`src/rtl/mfv_pkg.sv`:
```
package mfv_pkg;

   localparam int unsigned VALUE_W = 32;
   localparam int unsigned FREQ_W  = 7;

   typedef struct packed {
      logic signed [VALUE_W-1:0] value;
      logic                      last_item;
   } req_type;

   typedef struct packed {
      logic signed [VALUE_W-1:0] mode_value;
      logic [FREQ_W-1:0]         frequency;
      logic                      overflow;
      logic                      last_result;
   } rsp_type;

endpackage

```
`src/rtl/most_frequent_values.sv`:
```
// Mode finder with ties.
// Input: a set of values arrives one transaction at a time on req_data
// (value, last_item); a transaction is taken on a clock edge with start high
// and busy low. Values are compared on their low VALUE_WIDTH bits.
// Each value is looked up in a table of distinct values held in one RAM, one
// entry per cycle through the registered read port, then its count is
// written back or a new entry is claimed; the table holds at most
// MAX_ELEMENTS distinct values.
// After the transaction marked last, the table is scanned once for the
// greatest count, then once per modal value to pick the next larger one.
// Each result shows on rsp_data for a single cycle with rsp_valid high, in
// ascending order, the final one flagged. Results cannot be held off.
// Transactions beyond MAX_ELEMENTS in a set are dropped and set the overflow
// flag; a dropped last transaction still ends the set. After the final
// result the table is empty again.
// Reset empties the table at once; no clearing pass is needed.
module most_frequent_values #(
   parameter int unsigned MAX_ELEMENTS = 64,
   parameter int unsigned VALUE_WIDTH  = 32
) (
   input  logic            clock,
   input  logic            reset,
   input  logic            start,
   output logic            busy,
   input  mfv_pkg::req_type req_data,
   output logic            rsp_valid,
   output mfv_pkg::rsp_type rsp_data
);

   localparam int unsigned AW = $clog2(MAX_ELEMENTS);
   localparam int unsigned CW = $clog2(MAX_ELEMENTS + 1);
   localparam int unsigned DW = VALUE_WIDTH + CW;

   typedef enum logic [3:0] {
      ST_IDLE   = 4'b0001,
      ST_SEARCH = 4'b0010,
      ST_MAX    = 4'b0100,
      ST_PICK   = 4'b1000
   } state_type;

   state_type              state_ff, state_in;
   logic [VALUE_WIDTH-1:0] key_ff, key_in;
   logic                   last_ff, last_in;
   logic [CW-1:0]          ra_ff, ra_in;
   logic                   pv_ff, pv_in;
   logic [AW-1:0]          pidx_ff, pidx_in;
   logic [CW-1:0]          used_ff, used_in;
   logic [CW-1:0]          seen_ff, seen_in;
   logic                   drop_ff, drop_in;
   logic [CW-1:0]          best_ff, best_in;
   logic [CW-1:0]          nties_ff, nties_in;
   logic [CW-1:0]          emit_ff, emit_in;
   logic [VALUE_WIDTH-1:0] prev_ff, prev_in;
   logic                   have_prev_ff, have_prev_in;
   logic                   cand_v_ff, cand_v_in;
   logic [VALUE_WIDTH-1:0] cand_key_ff, cand_key_in;
   logic                   rsp_valid_ff, rsp_valid_in;
   mfv_pkg::rsp_type       rsp_ff, rsp_in;

   logic                   wr_en;
   logic [AW-1:0]          wr_addr;
   logic [DW-1:0]          wr_data;
   logic                   rd_en;
   logic [DW-1:0]          rd_data;
   logic [VALUE_WIDTH-1:0] rd_key;
   logic [CW-1:0]          rd_cnt;
   logic                   issue;
   logic                   scan_done;
   logic                   is_last;
   logic [63:0]            wide_key;

   mfv_ram #(
      .WIDTH (DW),
      .DEPTH (MAX_ELEMENTS)
   ) u_table (
      .clock   (clock),
      .wr_en   (wr_en),
      .wr_addr (wr_addr),
      .wr_data (wr_data),
      .rd_en   (rd_en),
      .rd_addr (ra_ff[AW-1:0]),
      .rd_data (rd_data)
   );

   assign rd_key    = rd_data[CW +: VALUE_WIDTH];
   assign rd_cnt    = rd_data[CW-1:0];
   assign issue     = (ra_ff != used_ff);
   assign scan_done = !issue && !pv_ff;
   assign is_last   = (emit_ff == nties_ff - CW'(1));
   assign wide_key  = 64'($signed(cand_key_ff));

   always_comb begin
      state_in     = state_ff;
      key_in       = key_ff;
      last_in      = last_ff;
      ra_in        = ra_ff;
      pv_in        = pv_ff;
      pidx_in      = pidx_ff;
      used_in      = used_ff;
      seen_in      = seen_ff;
      drop_in      = drop_ff;
      best_in      = best_ff;
      nties_in     = nties_ff;
      emit_in      = emit_ff;
      prev_in      = prev_ff;
      have_prev_in = have_prev_ff;
      cand_v_in    = cand_v_ff;
      cand_key_in  = cand_key_ff;
      rsp_valid_in = 1'b0;
      rsp_in       = rsp_ff;
      wr_en        = 1'b0;
      wr_addr      = pidx_ff;
      wr_data      = {key_ff, rd_cnt + CW'(1)};
      rd_en        = 1'b0;

      case (state_ff)
         ST_IDLE: begin
            if (start) begin
               key_in  = VALUE_WIDTH'($signed(req_data.value));
               last_in = req_data.last_item;
               ra_in   = '0;
               pv_in   = 1'b0;
               if (seen_ff < CW'(MAX_ELEMENTS)) begin
                  state_in = ST_SEARCH;
               end else begin
                  drop_in = 1'b1;
                  if (req_data.last_item) begin
                     best_in  = '0;
                     nties_in = '0;
                     state_in = ST_MAX;
                  end
               end
            end
         end
         ST_SEARCH: begin
            rd_en = issue;
            if (pv_ff && rd_key == key_ff) begin
               // hit: bump the count in place
               wr_en   = 1'b1;
               wr_addr = pidx_ff;
               wr_data = {key_ff, rd_cnt + CW'(1)};
            end else if (scan_done) begin
               wr_en   = 1'b1;
               wr_addr = used_ff[AW-1:0];
               wr_data = {key_ff, CW'(1)};
               used_in = used_ff + CW'(1);
            end else begin
               pv_in   = issue;
               pidx_in = ra_ff[AW-1:0];
               if (issue) begin
                  ra_in = ra_ff + CW'(1);
               end
            end
            if (wr_en) begin
               seen_in = seen_ff + CW'(1);
               ra_in   = '0;
               pv_in   = 1'b0;
               if (last_ff) begin
                  best_in  = '0;
                  nties_in = '0;
                  state_in = ST_MAX;
               end else begin
                  state_in = ST_IDLE;
               end
            end
         end
         ST_MAX: begin
            rd_en = issue;
            pv_in = issue;
            if (issue) begin
               ra_in = ra_ff + CW'(1);
            end
            if (pv_ff) begin
               if (rd_cnt > best_ff) begin
                  best_in  = rd_cnt;
                  nties_in = CW'(1);
               end else if (rd_cnt == best_ff) begin
                  nties_in = nties_ff + CW'(1);
               end
            end
            if (scan_done) begin
               ra_in        = '0;
               pv_in        = 1'b0;
               have_prev_in = 1'b0;
               cand_v_in    = 1'b0;
               emit_in      = '0;
               state_in     = ST_PICK;
            end
         end
         ST_PICK: begin
            rd_en = issue;
            pv_in = issue;
            if (issue) begin
               ra_in = ra_ff + CW'(1);
            end
            // smallest modal value above the one emitted last
            if (pv_ff && rd_cnt == best_ff
                && (!have_prev_ff || $signed(rd_key) > $signed(prev_ff))
                && (!cand_v_ff || $signed(rd_key) < $signed(cand_key_ff))) begin
               cand_v_in   = 1'b1;
               cand_key_in = rd_key;
            end
            if (scan_done) begin
               rsp_valid_in       = 1'b1;
               rsp_in.mode_value  = wide_key[mfv_pkg::VALUE_W-1:0];
               rsp_in.frequency   = mfv_pkg::FREQ_W'(best_ff);
               rsp_in.overflow    = drop_ff;
               rsp_in.last_result = is_last;
               ra_in              = '0;
               pv_in              = 1'b0;
               if (is_last) begin
                  used_in  = '0;
                  seen_in  = '0;
                  drop_in  = 1'b0;
                  state_in = ST_IDLE;
               end else begin
                  emit_in      = emit_ff + CW'(1);
                  prev_in      = cand_key_ff;
                  have_prev_in = 1'b1;
                  cand_v_in    = 1'b0;
               end
            end
         end
         default: begin
            state_in = ST_IDLE;
         end
      endcase
   end

   always_ff @(posedge clock) begin
      if (reset) begin
         state_ff     <= ST_IDLE;
         used_ff      <= '0;
         seen_ff      <= '0;
         drop_ff      <= 1'b0;
         pv_ff        <= 1'b0;
         rsp_valid_ff <= 1'b0;
      end else begin
         state_ff     <= state_in;
         used_ff      <= used_in;
         seen_ff      <= seen_in;
         drop_ff      <= drop_in;
         pv_ff        <= pv_in;
         rsp_valid_ff <= rsp_valid_in;
      end
   end

   always_ff @(posedge clock) begin
      key_ff       <= key_in;
      last_ff      <= last_in;
      ra_ff        <= ra_in;
      pidx_ff      <= pidx_in;
      best_ff      <= best_in;
      nties_ff     <= nties_in;
      emit_ff      <= emit_in;
      prev_ff      <= prev_in;
      have_prev_ff <= have_prev_in;
      cand_v_ff    <= cand_v_in;
      cand_key_ff  <= cand_key_in;
      rsp_ff       <= rsp_in;
   end

   assign busy      = (state_ff != ST_IDLE);
   assign rsp_valid = rsp_valid_ff;
   assign rsp_data  = rsp_ff;

endmodule

```
`src/rtl/mfv_ram.sv`:
```
module mfv_ram #(
   parameter int unsigned WIDTH = 8,
   parameter int unsigned DEPTH = 64
) (
   input  logic                     clock,
   input  logic                     wr_en,
   input  logic [$clog2(DEPTH)-1:0] wr_addr,
   input  logic [WIDTH-1:0]         wr_data,
   input  logic                     rd_en,
   input  logic [$clog2(DEPTH)-1:0] rd_addr,
   output logic [WIDTH-1:0]         rd_data
);

   logic [WIDTH-1:0] mem [DEPTH];
   logic [WIDTH-1:0] rd_data_ff;

   always_ff @(posedge clock) begin
      if (wr_en) begin
         mem[wr_addr] <= wr_data;
      end
      if (rd_en) begin
         rd_data_ff <= mem[rd_addr];
      end
   end

   assign rd_data = rd_data_ff;

endmodule

```
`config.mk`:
```
export PLATFORM = sky130hd
export DESIGN_NAME = most_frequent_values
export DESIGN_NICKNAME = d
export VERILOG_FILES = /design/src/rtl/mfv_pkg.sv /design/src/rtl/most_frequent_values.sv /design/src/rtl/mfv_ram.sv
export SDC_FILE = /design/constraint.sdc
export NUM_CORES = 2
export LEC_CHECK = 0
export ABC_AREA = 1
export BUFFER_PORTS_ARGS = -buffer_cell sky130_fd_sc_hd__buf_2
export CAP_MARGIN = 20
export CELL_PAD_IN_SITES_DETAIL_PLACEMENT = 1
export CELL_PAD_IN_SITES_GLOBAL_PLACEMENT = 1
export CORE_MARGIN = 2
export CORE_UTILIZATION = 40
export DETAILED_ROUTE_END_ITERATION = 10
export PLACE_DENSITY_LB_ADDON = 0.1
export SLEW_MARGIN = 5
export SYNTH_ARGS = -nofsm -noshare
export SYNTH_HDL_FRONTEND = slang
export SYNTH_SLANG_ARGS = --single-unit
```
`constraint.sdc`:
```
create_clock -name clock -period 6.1 [get_ports clock]
set_input_delay 0.61 -clock clock [delete_from_list [all_inputs] [get_ports clock]]
set_output_delay 0.61 -clock clock [all_outputs]
set_load 0.02 [all_outputs]
```
==> summary.md <==
| Metric | Value |
|---|---|
| Status | `finished clean` |
| Crit share post-route | `approximately four fifths` |
| P per Cell Area | `between 400 and 500 nW/um2` |
| H-tree Lvls | `5` |
| Synth top area share | `74.8%` |
| DP HPWL | `between 200,000 and 250,000 um` |
| Pint | `roughly 36 mW` |
| Starting Density | `between 40% and 50%` |
| Max Clock Skew | `approximately 0.048 ns` |
| R2R Setup Slk | `1.31 ns` |
| PostCTS Resize Cnt | `0` |
| Initial antenna violation count | `35` |
| Worst EP required | `6.61 ns` |
| Die Width | `~530 um` |
| Min-delay src | `req_data[17]` |
| Fin crit period | `between 4 and 5 ns` |
| Post-CTS Repair Setup Buffers | `0` |
| Hold path cells | `1` |
| Fmax | `approximately 0.21 GHz` |
| Worst Path Max Fanout | `65` |
| Mapped Cells | `about 8,500` |
| First DRT Iteration DRCs | `7,341` |
| Final hold violations | `0` |
| Number of flops mapped to enable cells by yosys | `between 2,000 and 3,000` |
| Normalized max-slew margin | `a little over a fifth` |
| Synthesized-area fraction occupied by adder cells | `less than 1%` |
| Final design utilization | `a little under half` |
| Share of power burned in registers | `39.0%` |
| DRC Markers | `0` |
| Worst r2r src | `key_ff[21]` |
| Wire length of the first global-routing pass | `roughly 540,000 um` |
| Core Rows | `~190` |
| Post-Syn Area | `between 100,000 and 150,000 um2` |
| Die Span Y | `approximately 530 um` |
| Post-synth ARST share | `0%` |
| Setup TNS Final | `0 ns` |
| Via/cell ratio | `5.83` |
| WHS Endpoint | `key_ff[16]` |
| Worst vdd ir | `between 0.3 and 0.4 mV` |
| RSZ-0062 raised after global routing | `no` |
| Most used DFF post-synth | `edfxtp_1` |
| Overall Global Routing Usage | `between 20% and 30%` |
| Library cell with the largest summed area after synthesis | `edfxtp_1` |
| RD Place Congestion | `roughly 0.84` |
| Max clock buf depth | `4` |
| Share of post-route cells with drive strength above 1 | `under 10%` |
| Synth Area in Compound Gates | `between 10% and 20%` |
| Synth unique cells | `42` |
| Clock sinks | `2,730` |
| Area Overhead vs Synth | `13.9%` |
| Avg WL per Cell | `between 30 and 40 um` |
| XOR/XNOR share of the synthesized area | `less than 1%` |
| Root Driver | `clkbuf_16` |
| Power share of the clock group | `between 30% and 40%` |
| Crit path kind | `reg -> reg` |
| Syn nets | `between 8,000 and 9,000` |
| Via Count | `just over 70,000` |
| Register area share after synthesis | `between 70% and 80%` |
| Critical Path Sink Type | `flop` |
| First-pass iteration count of the detailed router | `5` |
| Hold_buf cts | `7` |
| Crit start category | `flop` |
| Avg Cell Area, Syn | `12.8 um2` |
| Max_cap viols | `0` |
| Synth top area cells | `edfxtp_1 (75%), o21ai_0 (7.5%), nor2_1 (6.1%)` |
| # port buffers | `just under 80` |
| Comb pwr share | `around 29%` |
| Final WL | `approximately 380,000 um` |
| # nets final | `8,665` |
| Min-delay worst type | `in -> reg` |
| Max Transition Viols Final | `0` |
| CTS tree | `built` |
| Reg-to-Reg End | `u_table.mem[28][11]` |
| Setup WS pre-CTS | `1.33 ns` |
| CTS clk-pin slew, worst paths | `roughly 0.06 ns` |
| Mux contribution to synthesized area | `0%` |
| Clk_lat worst skew | `roughly 0.9 ns` |
| Yosys reg bits | `2,730` |
| Critical path data arrival time | `between 5 and 6 ns` |
| Largest net degree at the start of global routing | `between 150 and 200` |
| Setup-failing EPs final | `0` |
| Post-route setup slack | `roughly 1.3 ns` |
| Switch Pwr | `approximately 21 mW` |
| Leak | `40.5 nW` |
| GR Overflow Total | `0` |
| Full die area | `about 280,000 um2` |
| Vias in the first global route | `72,115` |
| Ys Warns | `0` |
| Worst reg2reg path depth | `14` |
| Sw Ratio | `roughly 36%` |
| Largest family of logic cells by synthesized area | `compound AO/OA/AOI/OAI gates` |
| Ports | `79` |
| Num CTS Buffers | `just over 300` |
| ANT nets after route | `0` |
| Slew @ Worst Pin | `between 1 and 1.5 ns` |
| Core outline area | `271,000 um2` |
| Post-synthesis simple-gate area fraction | `under 10%` |
kinds of logic after synthesis:
family,after synthesis
compound gates,2490
xor+xnor,33
fa+ha+maj,77
buf+inv,768
flops,2730
simple gates,2370
critical path, stage by stage, from the launching register on:
cell,delay [ns]
edfxtp_1,0.35
buf_4,0.68
inv_1,0.09
nand2_1,0.12
nand2_1,0.06
inv_1,0.06
nand4_1,0.09
nor2_1,0.38
nand3_1,0.22
nand2_1,0.11
nand2_1,0.16
inv_2,0.32
nand3_2,0.41
nor2_4,0.72
buf_4,0.56
registers in the layout, summed over array words and instances, names as in the netlist:
register	cells
have_prev_ff	1
cand_v_ff	1
seen_ff	7
pv_ff	1
u_table.mem	2496
rsp_data	41
emit_ff	7
prev_ff	32
pidx_ff	6
cand_key_ff	32
rsp_valid	1
best_ff	7
u_table.rd_data	39
last_ff	1
key_ff	32
ra_ff	7
nties_ff	7
used_ff	7
drop_ff	1
state_ff	4
cells in the mapped netlist (all sizes together), types with 2 or more instances:
cell / number
a211oi: 3
a21oi: 71
buf: 98
clkbuf: 456
dfxtp: 21
edfxtp: 2709
ha: 77
inv: 213
nand2: 460
nand3: 66
nand3b: 2
nand4: 14
nor2: 1783
nor3: 41
nor4: 3
o211ai: 7
o21a: 2
o21ai: 1648
o22ai: 754
xnor2: 5
xor2: 28
layer usage:
layer,track usage [%],up-vias,wire (um)
li1,-,31421,-
met1,38.6,37967,169000
met2,42.6,2221,176000
met3,3.64,477,22600
met4,8.26,10,12700
met5,0,-,75
layout make-up:
type	instances	area [um2]
Antenna cell	19	47.5
Clock inverter	150	1420
Sequential cell	2730	81800
Inverter	214	846
Fill cell	27448	147000
Multi-Input combinational cell	4970	24500
Clock buffer	389	8120
Tap cell	3570	4470
Timing Repair Buffer	331	2720
power by group through the flow:
| stage | clock network, mW | registers (mW) | logic [mW] |
|---|---|---|---|
| 2_1_floorplan | 0 | 22.9 | 8.54 |
| 6_report | 18.0 | 22.2 | 16.7 |
| 4_1_cts | 18.2 | 22.2 | 16.7 |
| 5_1_grt | 18.9 | 22.2 | 17.8 |
| 3_3_place_gp | 0 | 22.5 | 16.4 |
| 3_5_place_dp | 0 | 22.6 | 16.6 |
cells in the final DEF, fill, tap and decap left out, types with 5 or more instances in the layout:
cell              n
a21oi_1          71
buf_12           33
buf_2            79
buf_4           212
bufinv_16        20
clkbuf_1         74
clkbuf_16       311
clkinv_1         67
clkinv_2         43
clkinvlp_4        7
dfxtp_1          21
diode_2          19
dlygate4sd3_1     7
edfxtp_1       2709
ha_1             77
inv_1           196
inv_6             7
nand2_1         448
nand2_2          11
nand3_1          56
nand3_2           8
nand4_1          14
nor2_1         1726
nor2_4           53
nor3_1           24
nor3_2            7
nor3_4           10
o211ai_1          7
o21ai_0        1620
o21ai_1          24
o22ai_1         754
xnor2_1           5
xor2_1           28
worst max path at each step:
stage | start | cells after the start | endpoint
3_5_place_dp | key_ff[21] | 14 | u_table.mem[28][21]
5_1_grt | key_ff[20] | 13 | u_table.mem[28][11]
6_report | key_ff[21] | 14 | u_table.mem[28][11]
3_3_place_gp | key_ff[21] | 14 | u_table.mem[28][21]
4_1_cts | key_ff[20] | 13 | u_table.mem[28][8]
2_1_floorplan | key_ff[0] | 13 | u_table.mem[39][0]
stage by stage:
step           cell area (um2)  instances  power, mW  hold slack (ns)
2_1_floorplan           109000       8468       31.4            0.402
3_3_place_gp            114000      11806       38.9            0.439
3_5_place_dp            114000      11807       39.1            0.431
4_1_cts                 124000      12353       57.1          0.00151
5_1_grt                 124000      12356       58.9           0.0100
6_report                124000      12373       56.8           0.0525
Power figures use the tool's default switching activity.
